==> config.mk <==
export PLATFORM = sky130hd
export DESIGN_NAME = ipv4_five_tuple_flow_hash_top
export DESIGN_NICKNAME = d
export VERILOG_FILES = /design/src/rtl/ipv4fh_pkg.sv /design/src/rtl/ipv4fh_parse.sv /design/src/rtl/ipv4fh_hash.sv /design/src/rtl/ipv4_five_tuple_flow_hash_top.sv
export SDC_FILE = /design/constraint.sdc
export NUM_CORES = 1
export LEC_CHECK = 0
export ABC_AREA = 0
export BUFFER_PORTS_ARGS = -buffer_cell sky130_fd_sc_hd__buf_2
export CORE_MARGIN = 2
export CORE_UTILIZATION = 62
export CTS_CLUSTER_DIAMETER = 200
export DETAILED_ROUTE_END_ITERATION = 12
export PLACE_DENSITY = 0.82
export SYNTH_ARGS = -nofsm -noshare
export SYNTH_HDL_FRONTEND = slang
export SYNTH_HIERARCHICAL = 1
export SYNTH_SLANG_ARGS = --single-unit
==> constraint.sdc <==
create_clock -name i_clk -period 19.55 [get_ports i_clk]
set_input_delay 0 -clock i_clk [delete_from_list [all_inputs] [get_ports i_clk]]
set_output_delay 0 -clock i_clk [all_outputs]
set_load 0.03 [all_outputs]
==> src/rtl/ipv4fh_pkg.sv <==
package ipv4fh_pkg;

    localparam int unsigned BYTE_W  = 8;
    localparam int unsigned COUNT_W = 7;
    localparam int unsigned HDR_W   = 6;
    localparam int unsigned ADDR_W  = 32;
    localparam int unsigned PORT_W  = 16;
    localparam int unsigned HASH_W  = 32;

    localparam logic [COUNT_W-1:0] COUNT_MAX    = 7'd127;
    localparam logic [3:0]         IPV4_VERSION = 4'd4;
    localparam logic [7:0]         PROTO_TCP    = 8'd6;
    localparam logic [7:0]         PROTO_UDP    = 8'd17;
    localparam logic [COUNT_W-1:0] MIN_HDR_LEN  = 7'd20;
    localparam logic [COUNT_W-1:0] TCP_HDR_LEN  = 7'd20;
    localparam logic [COUNT_W-1:0] UDP_HDR_LEN  = 7'd8;

    // Byte offsets inside the IPv4 header
    localparam logic [COUNT_W-1:0] OFS_VER_IHL  = 7'd0;
    localparam logic [COUNT_W-1:0] OFS_PROTO    = 7'd9;
    localparam logic [COUNT_W-1:0] OFS_SRC_LO   = 7'd12;
    localparam logic [COUNT_W-1:0] OFS_SRC_HI   = 7'd15;
    localparam logic [COUNT_W-1:0] OFS_DST_LO   = 7'd16;
    localparam logic [COUNT_W-1:0] OFS_DST_HI   = 7'd19;
    localparam logic [COUNT_W-1:0] OFS_OPTIONS  = 7'd20;

    localparam logic [HASH_W-1:0]  HASH_SEED    = 32'h9e37_79b9;
    localparam logic [HASH_W-1:0]  HASH_MUL     = 32'h85eb_ca6b;
    localparam logic [HASH_W-1:0]  HASH_ONE     = 32'd1;

    typedef struct packed {
        logic              status;
        logic [7:0]        protocol;
        logic [ADDR_W-1:0] src_addr;
        logic [ADDR_W-1:0] dst_addr;
        logic [PORT_W-1:0] src_port;
        logic [PORT_W-1:0] dst_port;
    } t_flow;

endpackage

==> src/rtl/ipv4fh_parse.sv <==
module ipv4fh_parse (
    input  logic                          i_clk,
    input  logic                          i_rst_n,
    input  logic                          i_valid,
    output logic                          o_ready,
    input  logic [ipv4fh_pkg::BYTE_W-1:0] i_data,
    input  logic                          i_last,
    output logic                          o_valid,
    input  logic                          i_ready,
    output ipv4fh_pkg::t_flow             o_flow
);
    import ipv4fh_pkg::*;

    logic                r_valid;
    t_flow               r_flow;
    logic [COUNT_W-1:0]  r_count;
    logic [3:0]          r_ver;
    logic [3:0]          r_ihl;
    logic [7:0]          r_proto;
    logic [ADDR_W-1:0]   r_src;
    logic [ADDR_W-1:0]   r_dst;
    logic [PORT_W-1:0]   r_sport;
    logic [PORT_W-1:0]   r_dport;

    logic [3:0]          n_ver;
    logic [3:0]          n_ihl;
    logic [7:0]          n_proto;
    logic [ADDR_W-1:0]   n_src;
    logic [ADDR_W-1:0]   n_dst;
    logic [PORT_W-1:0]   n_sport;
    logic [PORT_W-1:0]   n_dport;
    logic [COUNT_W-1:0]  n_count;
    t_flow               n_flow;

    logic                accept;
    logic [COUNT_W-1:0]  hdr;
    logic                in_ports;
    logic                bad;
    logic                ports_ok;

    assign o_ready = !r_valid || i_ready;
    assign accept  = i_valid && o_ready;

    always_comb begin
        n_ver   = (r_count == OFS_VER_IHL) ? i_data[7:4] : r_ver;
        n_ihl   = (r_count == OFS_VER_IHL) ? i_data[3:0] : r_ihl;
        hdr     = {1'b0, n_ihl, 2'b00};
        n_proto = (r_count == OFS_PROTO) ? i_data : r_proto;
        n_src   = r_src;
        n_dst   = r_dst;
        n_sport = r_sport;
        n_dport = r_dport;
        if (r_count >= OFS_SRC_LO && r_count <= OFS_SRC_HI) begin
            n_src = {r_src[ADDR_W-BYTE_W-1:0], i_data};
        end
        if (r_count >= OFS_DST_LO && r_count <= OFS_DST_HI) begin
            n_dst = {r_dst[ADDR_W-BYTE_W-1:0], i_data};
        end
        in_ports = (r_count >= OFS_OPTIONS);
        if (in_ports && (r_count == hdr || r_count == hdr + 7'd1)) begin
            n_sport = {r_sport[PORT_W-BYTE_W-1:0], i_data};
        end
        if (in_ports && (r_count == hdr + 7'd2 || r_count == hdr + 7'd3)) begin
            n_dport = {r_dport[PORT_W-BYTE_W-1:0], i_data};
        end

        // Length including this byte, held at the top of the counter
        n_count = (r_count == COUNT_MAX) ? COUNT_MAX : r_count + 7'd1;

        bad = (n_count < MIN_HDR_LEN) || (n_ver != IPV4_VERSION) ||
              (hdr < MIN_HDR_LEN) || (hdr > n_count);
        ports_ok = ((n_proto == PROTO_TCP) && (n_count >= hdr + TCP_HDR_LEN)) ||
                   ((n_proto == PROTO_UDP) && (n_count >= hdr + UDP_HDR_LEN));

        n_flow = '0;
        if (bad) begin
            n_flow.status = 1'b1;
        end else begin
            n_flow.protocol = n_proto;
            n_flow.src_addr = n_src;
            n_flow.dst_addr = n_dst;
            n_flow.src_port = ports_ok ? n_sport : '0;
            n_flow.dst_port = ports_ok ? n_dport : '0;
        end
    end

    always_ff @(posedge i_clk) begin
        if (!i_rst_n) begin
            r_count <= '0;
            r_valid <= 1'b0;
        end else begin
            if (accept) begin
                r_count <= i_last ? '0 : n_count;
            end
            if (o_ready) begin
                r_valid <= accept && i_last;
            end
        end
    end

    always_ff @(posedge i_clk) begin
        if (accept) begin
            r_ver   <= n_ver;
            r_ihl   <= n_ihl;
            r_proto <= n_proto;
            r_src   <= n_src;
            r_dst   <= n_dst;
            r_sport <= n_sport;
            r_dport <= n_dport;
        end
        if (accept && i_last && o_ready) begin
            r_flow <= n_flow;
        end
    end

    assign o_valid = r_valid;
    assign o_flow  = r_flow;

endmodule

==> src/rtl/ipv4fh_hash.sv <==
module ipv4fh_hash (
    input  logic                          i_clk,
    input  logic                          i_rst_n,
    input  logic                          i_valid,
    output logic                          o_ready,
    input  ipv4fh_pkg::t_flow             i_flow,
    output logic                          o_valid,
    input  logic                          i_ready,
    output ipv4fh_pkg::t_flow             o_flow,
    output logic [ipv4fh_pkg::HASH_W-1:0] o_hash
);
    import ipv4fh_pkg::*;

    logic               r_b_valid;
    logic               r_c_valid;
    logic               r_d_valid;
    t_flow              r_b_flow;
    t_flow              r_c_flow;
    t_flow              r_d_flow;
    logic [HASH_W-1:0]  r_b_h;
    logic [HASH_W-1:0]  r_c_h;
    logic [HASH_W-1:0]  r_c_prod;
    logic [HASH_W-1:0]  r_d_hash;

    logic               ready_b;
    logic               ready_c;
    logic               ready_d;
    logic [HASH_W-1:0]  s_word;
    logic [HASH_W-1:0]  d_word;
    logic [HASH_W-1:0]  n_b_h;
    logic [HASH_W-1:0]  rot_h;
    logic [HASH_W-1:0]  n_c_prod;
    logic [HASH_W-1:0]  mix;
    logic [HASH_W-1:0]  fold;
    logic [HASH_W-1:0]  n_d_hash;

    assign ready_d = !r_d_valid || i_ready;
    assign ready_c = !r_c_valid || ready_d;
    assign ready_b = !r_b_valid || ready_c;
    assign o_ready = ready_b;

    // Addresses enter the hash byte-swapped, first header byte in bits 7:0
    assign s_word = {i_flow.src_addr[7:0], i_flow.src_addr[15:8],
                     i_flow.src_addr[23:16], i_flow.src_addr[31:24]};
    assign d_word = {i_flow.dst_addr[7:0], i_flow.dst_addr[15:8],
                     i_flow.dst_addr[23:16], i_flow.dst_addr[31:24]};
    assign n_b_h  = HASH_SEED ^ (s_word + {d_word[15:0], d_word[31:16]}) ^
                    {i_flow.src_port, i_flow.dst_port} ^ {i_flow.protocol, 24'd0};

    assign rot_h    = {r_b_h[18:0], r_b_h[31:19]};
    assign n_c_prod = rot_h * HASH_MUL;

    always_comb begin
        mix  = r_c_h ^ r_c_prod;
        fold = mix ^ {16'd0, mix[31:16]};
        if (r_c_flow.status) begin
            n_d_hash = '0;
        end else if (fold == '0) begin
            n_d_hash = HASH_ONE;
        end else begin
            n_d_hash = fold;
        end
    end

    always_ff @(posedge i_clk) begin
        if (!i_rst_n) begin
            r_b_valid <= 1'b0;
            r_c_valid <= 1'b0;
            r_d_valid <= 1'b0;
        end else begin
            if (ready_b) begin
                r_b_valid <= i_valid;
            end
            if (ready_c) begin
                r_c_valid <= r_b_valid;
            end
            if (ready_d) begin
                r_d_valid <= r_c_valid;
            end
        end
    end

    always_ff @(posedge i_clk) begin
        if (ready_b && i_valid) begin
            r_b_flow <= i_flow;
            r_b_h    <= n_b_h;
        end
        if (ready_c && r_b_valid) begin
            r_c_flow <= r_b_flow;
            r_c_h    <= r_b_h;
            r_c_prod <= n_c_prod;
        end
        if (ready_d && r_c_valid) begin
            r_d_flow <= r_c_flow;
            r_d_hash <= n_d_hash;
        end
    end

    assign o_valid = r_d_valid;
    assign o_flow  = r_d_flow;
    assign o_hash  = r_d_hash;

endmodule

==> src/rtl/ipv4_five_tuple_flow_hash_top.sv <==
// IPv4 five-tuple extractor with flow hash.
//
// Input channel: one packet byte per item on i_s_axis_tdata, starting at the
// IPv4 header, with i_s_axis_tlast high on the final byte of the packet.
// Output channel: one item per packet. o_m_axis_tuser is the status (0 parsed,
// 1 rejected); o_m_axis_tdata holds protocol, addresses, ports and flow hash.
// A rejected packet (short, not version 4, bad header length) gives all-zero
// data with status 1. Ports are zero unless a full TCP or UDP header fits.
//
// Throughput: one byte per cycle while the output does not stall; packets of
// any length, down to one byte, follow each other with no gap. The result
// reaches the master side through the parse register, then the add stage and
// multiply stage into the output register.
//
// Reset clears the byte counter and all stage valid bits; a packet in flight
// is dropped. When the receiver holds i_m_axis_tready low, the output item is
// held and the stages fill up behind it; once all are full, o_s_axis_tready
// falls and the input stalls until the output drains.
module ipv4_five_tuple_flow_hash_top (
    input  logic         i_clk,
    input  logic         i_rst_n,
    input  logic         i_s_axis_tvalid,
    output logic         o_s_axis_tready,
    input  logic [7:0]   i_s_axis_tdata,   // [7:0] data_byte
    input  logic         i_s_axis_tlast,   // last_byte
    output logic         o_m_axis_tvalid,
    input  logic         i_m_axis_tready,
    // [7:0] protocol, [39:8] src_addr, [71:40] dst_addr, [87:72] src_port,
    // [103:88] dst_port, [135:104] flow_hash
    output logic [135:0] o_m_axis_tdata,
    output logic         o_m_axis_tuser    // [0] status
);
    import ipv4fh_pkg::*;

    logic              parse_valid;
    logic              hash_ready;
    t_flow             parse_flow;
    t_flow             out_flow;
    logic [HASH_W-1:0] out_hash;

    // Capture header fields byte by byte and judge the packet on its last byte
    ipv4fh_parse u_parse (
        .i_clk   (i_clk),
        .i_rst_n (i_rst_n),
        .i_valid (i_s_axis_tvalid),
        .o_ready (o_s_axis_tready),
        .i_data  (i_s_axis_tdata),
        .i_last  (i_s_axis_tlast),
        .o_valid (parse_valid),
        .i_ready (hash_ready),
        .o_flow  (parse_flow)
    );

    // Mix the tuple into the flow hash; the last stage is the output register
    ipv4fh_hash u_hash (
        .i_clk   (i_clk),
        .i_rst_n (i_rst_n),
        .i_valid (parse_valid),
        .o_ready (hash_ready),
        .i_flow  (parse_flow),
        .o_valid (o_m_axis_tvalid),
        .i_ready (i_m_axis_tready),
        .o_flow  (out_flow),
        .o_hash  (out_hash)
    );

    // Pack the result, first field in the lowest bits
    assign o_m_axis_tdata = {out_hash, out_flow.dst_port, out_flow.src_port,
                             out_flow.dst_addr, out_flow.src_addr, out_flow.protocol};
    assign o_m_axis_tuser = out_flow.status;

endmodule
### Word level (Yosys, flattened, before mapping)

Index checks and enable logic that the tools add are counted.

* flip-flop bits (word level): 671
* input bits: 13
* output and inout port bits: 139

* add/subtract/negate cells: 7
* $mul: 1
* order comparisons: 10
* eq/ne operators: 9
* multiplexer cells: 11
* bitwise operators: 6
* reductions and logical operators: 30

Operators with widths (number)
* $xor A32 B32 Y32: 3
* $mux W32: 2
* $add A32 B32 Y32: 1
* $logic_not A32 Y1: 1
* $mul A32 B32 Y32 const B: 1
* $mux W16: 2
* $xor A32 B16 Y32: 1
* $eq A7 B7 Y1: 3
* $not A20 Y20: 1
* $add A6 B2 Y7 const B: 2
* $ge A7 B5 Y1 const B: 2
* $ge A7 B7 Y1: 2
* $mux W7: 2
* $logic_and A1 B1 Y1: 12
* $logic_or A1 B1 Y1: 10
* $eq A8 B3 Y1 const B: 1
* $eq A8 B5 Y1 const B: 1
* $mux W4: 2
* $mux W8: 1
* $add A6 B1 Y7 const B: 1
* $add A6 B4 Y7 const B: 1
* $add A6 B5 Y7 const B: 1
* $add A7 B1 Y7 const B: 1
* $eq A7 B4 Y1 const B: 1
* 14 further kinds: 19

### Depth between registers and ports, before layout

* depth after elaboration: 8
* mapped depth: 23
* gate-level depth less buffers: 23

### Hierarchy

Netlist, hierarchy kept.

Modules (own cells, without submodules)
* ipv4fh_hash: times used 1, cells each 1671, area each 24793.8 µm²
* ipv4fh_parse: times used 1, cells each 710, area each 10362.4 µm²

### Worst setup path before layout

No wires, ideal clock.

* path kind: reg-to-reg
* from: register u_hash.r_d_valid (netlist: u_hash/o_valid)
* to: register u_hash/r_c_flow[0] (netlist name), enable pin
* library setup time: 953 ps
* data arrival time: 12742 ps
* setup slack: 5855 ps
* cell stages (with the launch flop): 3
* buffers on the path: 0
* path through: dfxtp_1 -> nor2b_1 -> a21boi_0

* longest elaborated chain between the ends: 4

Ends and longest elaborated chain
* start: declaration: RTL line ipv4fh_hash.sv:16 `logic r_d_valid;`
* start signal: assignment: RTL line ipv4fh_hash.sv:78 `r_d_valid <= r_c_valid;`
* $logic_not A1 Y1: RTL line ipv4fh_hash.sv:37 `assign ready_d = !r_d_valid || i_ready;`
* $logic_or A1 B1 Y1: RTL line ipv4fh_hash.sv:37
* $logic_or A1 B1 Y1: RTL line ipv4fh_hash.sv:38 `assign ready_c = !r_c_valid || ready_d;`
* $logic_and A1 B1 Y1: RTL line ipv4fh_hash.sv:88 `if (ready_c && r_b_valid) begin`
* end signal: assignment: RTL line ipv4fh_hash.sv:89 `r_c_flow <= r_b_flow;`
* end: declaration: RTL line ipv4fh_hash.sv:18 `t_flow r_c_flow;`

No other way between the ends.
A chain may end at the register's enable or synchronous reset.

### Final worst setup path

* from: register u_hash.r_b_h[0]
* to: register u_hash.r_c_prod[31] (data pin)

* longest elaborated chain between the ends: 1

Ends and longest elaborated chain
* start: declaration: RTL line ipv4fh_hash.sv:20 `logic [HASH_W-1:0] r_b_h;`
* start signal: assignment: RTL line ipv4fh_hash.sv:86 `r_b_h <= n_b_h;`
* $mul A32 B32 Y32: RTL line ipv4fh_hash.sv:51 `assign n_c_prod = rot_h * HASH_MUL;`
* via u_hash.n_c_prod[31]: RTL line ipv4fh_hash.sv:32 `logic [HASH_W-1:0] n_c_prod;`
* end signal: assignment: RTL line ipv4fh_hash.sv:91 `r_c_prod <= n_c_prod;`
* end: declaration: RTL line ipv4fh_hash.sv:22 `logic [HASH_W-1:0] r_c_prod;`

The timed path passes the listed nets, and every way through them passes these cells.

==> impl_results.md <==
* CTS tree: done
* Die Area at 0.0586 mm^2
* Pre-CTS setup slack at 12,800 ps
* Worst vdd ir at 321 uV
* Vias at 19.8k
* Fmax achieved at 147 MHz
* Global route overflow at 0
* Drt first pass iters at 5
* Crit path top cell by count: fa_1
* Leak Pwr at 15.2 nW
* Num ports at 152
* CP Buf/Inv Count at 4
* Netlist cell types at 82
* Detail Placement HPWL at 64,600 um
* Worst slew pin tran at 1220 ps
* CP Cell Sequence: ha_1 > ha_1 > fa_1 > inv_1 > fa_1 > inv_1 > fa_1 > inv_1 > fa_1 > inv_1 > fa_1 > fa_1 > ha_1 > a21oi_1 > nand4_1 > a21oi_1 > nor2_1 > a21oi_1 > o41ai_1 > a31oi_1 > xnor2_1
* Number of global-route vias before repair at 20.8k
* List of most frequent post-synthesis cells: edfxtp_1 (659), inv_1 (322), ha_1 (231)
* Fin crit period at 6800 ps
* Hold Violations, Final at 0
* Root Driver: clkbuf_16
* P_int at 4.15 mW
* Combinational power share at 52.9%
* Fillcell total at 3,688
* Crit-path max FO at 8
* Kind of critical path: flip-flop to flip-flop
* Post-Syn Area at 0.0352 mm^2
* Mean Syn Cell Area at 14.8 um^2
* Top cell family by delay on the critical path: adder cells
* Final period util at 34.8%
* Predominant post-synthesis flop cell: edfxtp_1
* Slew HR at 18.4%
* Final Max Tran Viols at 0
* Clk sinks at 670
* Post-synth ARST share at 0%
* Pwr/cell area at 172 mW/mm^2
* Synth area leaders: edfxtp_1 (56%), fa_1 (12%), ha_1 (8.2%), xnor2_1 (3.9%), inv_1 (3.4%)
* First-pass GRT wire length at 128,000 um
* #FFs+latches synth at 670
* Area leader, netlist: edfxtp_1
* Number of flops mapped to enable cells by yosys at 659
* Syn Nets at 2,839
* Initial Util at 62.5%
* Largest net degree at the start of global routing at 169
* Clock buffer depth at 3
* Mapped Cells at 2,381
* Status: complete, no violations
* CP arrival at 7150 ps
* Total CTS buffers at 68
* Antenna Violating Nets Remaining at 0
* Share of cells above drive strength 1 at 15.1%
* Initial antenna violation count at 7
* Switching Share at 38.4%
* CP Capture Type: flip-flop
* Syn-to-layout area delta at 11.2%
* Total track usage at 29.9%
* Sequential area share after synthesis at 56.9%
* Crit path max-delay cell type: edfxtp_1
* Final #Nets at 3,037
* Final worst slack at 12,750 ps
* Max incr delay on CP at 580 ps
* Synth Warn # at 6
* Max cap viols at 0
* Setup violations, final at 0
* Count leader, synth: edfxtp_1
* Drt total wl at 85,900 um
* H-tree levels at 3
* Clk_lat worst skew at 610 ps
* Type of origin of the critical path: flip-flop
* Remaining DRCs at 0
* Sw Pwr at 2.59 mW
* Worst path required time at 19,900 ps
* Area fraction of the dominant cell type after synthesis at 56.3%
* Cells after DPL at 3,252
* Clock network power share at 19.2%
* Die width at 242 um
* Sequential power share at 27.9%
* Total core area at 0.0563 mm^2
* Num rows at 87
* Post-Layout Cell Count at 3,389
* Vias/cell at 5.84
* RSZ-0062 raised after global routing: no
* Placer Congestion at 0.941
* Clock transition at path regs at 60 ps
* Clk_skew at 29.5 ps
* Setup TNS at 0 ps
* Worst Hold Class: input port to flip-flop
* Average wire per standard cell at 25.4 um
* 1st-iter DRT viols at 1,915
* Die height at 242 um
* Port bufs at 151
worst register-to-register path, cell delays in order, from the launching register on:
cell      delay, ps
edfxtp_1        580
ha_1            380
ha_1            310
fa_1            510
inv_1            60
fa_1            480
inv_1            70
fa_1            510
inv_1            60
fa_1            540
inv_1            60
fa_1            490
fa_1            420
ha_1            410
a21oi_1         130
nand4_1         110
a21oi_1          50
nor2_1          280
a21oi_1         200
o41ai_1         570
a31oi_1         190
xnor2_1         150
area by class of cell:
cell class                 instances  area, um^2  area share (%)
inverter                         323        1220            3.11
antenna                            3        7.51          0.0192
clock buffer                      88        1820            4.65
multi-input combinational       1337       13700            35.1
timing repair buffer             179        1010            2.59
clock inverter                    33         384           0.982
tap                              756         946            2.42
sequential                       670       20000            51.2
final timing paths:
kind / start / endpoint / slack, ps / cells past startpoint
max reg2reg: u_hash/r_b_h[0] / u_hash/r_c_prod[31] / 12750 / 21
max: u_hash/r_b_h[0] / u_hash/r_c_prod[31] / 12750 / 21
min reg2reg: u_hash/r_c_flow[94] / u_hash/o_flow[94] / 400 / 0
min: i_rst_n / u_parse/r_count[2] / 280 / 3
placed cells by master (no fill, tap or decap), types with 4 or more instances in the layout:
master	n
a2111oi_2	32
a211oi_1	11
a21o_1	28
a21oi_1	55
a31oi_1	7
and2_1	6
and3_1	8
buf_2	151
buf_4	14
bufinv_16	7
clkbuf_1	18
clkbuf_16	70
clkinv_1	7
clkinv_2	9
dfxtp_1	11
dlygate4sd3_1	13
edfxtp_1	659
fa_1	214
ha_1	231
inv_1	320
mux2_2	79
mux2i_1	5
nand2_1	70
nand2b_1	9
nand3_1	52
nand4_1	13
nor2_1	68
nor2b_1	86
nor3_1	8
nor4_1	5
o211ai_1	12
o21a_1	15
o21ai_0	31
o21ai_1	25
o21bai_1	9
or3_1	5
or4_1	4
xnor2_1	155
xor2_1	24
per-stage QoR:
step                      util (%)  area, um^2  power [mW]  hold WS (ps)
after floorplan                  -       35200        4.59           118
after global placement        65.3       36800        5.29           313
after detailed placement      65.3       36800        5.42           330
after CTS                     69.5       39100        6.74           251
after global routing          69.5       39100        7.24           305
final                         69.5       39100        6.74           282
registers in the layout, indices dropped and copies added, names as in the netlist, 8 cells and up:
name	count
u_parse/r_proto	8
u_hash/r_c_h	32
u_parse/r_sport	16
u_hash/r_c_flow	105
u_parse/r_dst	32
u_parse/o_flow	105
u_hash/r_b_flow	105
u_hash/r_c_prod	31
u_hash/o_hash	32
u_parse/r_src	32
u_parse/r_dport	16
u_hash/r_b_h	32
u_hash/o_flow	105
what timing repair did:
item	4_1_cts	5_1_grt
hold buffers	13	0
gates resized for setup	0	0
buffers inserted	0	0
endpoints found under the setup margin	0	0
endpoints found under the hold margin	60	0
power by group through the flow:
stage          Combinational, mW  Sequential [mW]  Clock (mW)
2_1_floorplan               2.70             1.90           0
3_3_place_gp                3.38             1.91           0
3_5_place_dp                3.51             1.91           0
4_1_cts                     3.54             1.88        1.32
5_1_grt                     3.98             1.89        1.37
6_report                    3.57             1.88        1.29
cell families (layout without fill, tap and decap cells):
logic type	count (synthesis)	after routing	synth area share, %
compound gates	274	274	6.00
xor+xnor	179	179	4.46
fa+ha+maj	445	445	20.4
buf+inv	374	623	4.23
flops	670	670	56.9
mux	85	85	2.74
other cells	0	3	0
simple gates	354	354	5.25
per-layer routing:
layer / global-route usage, % / vias to the layer above / part of all wire, %
met2: 51.4 / 791 / 51
met5: 0 / - / 0.014
li1: - / 8833 / -
met1: 38.6 / 9995 / 39
met3: 4.34 / 175 / 6.3
met4: 12.2 / 2 / 4.2
(Power assumes the default switching activity.)
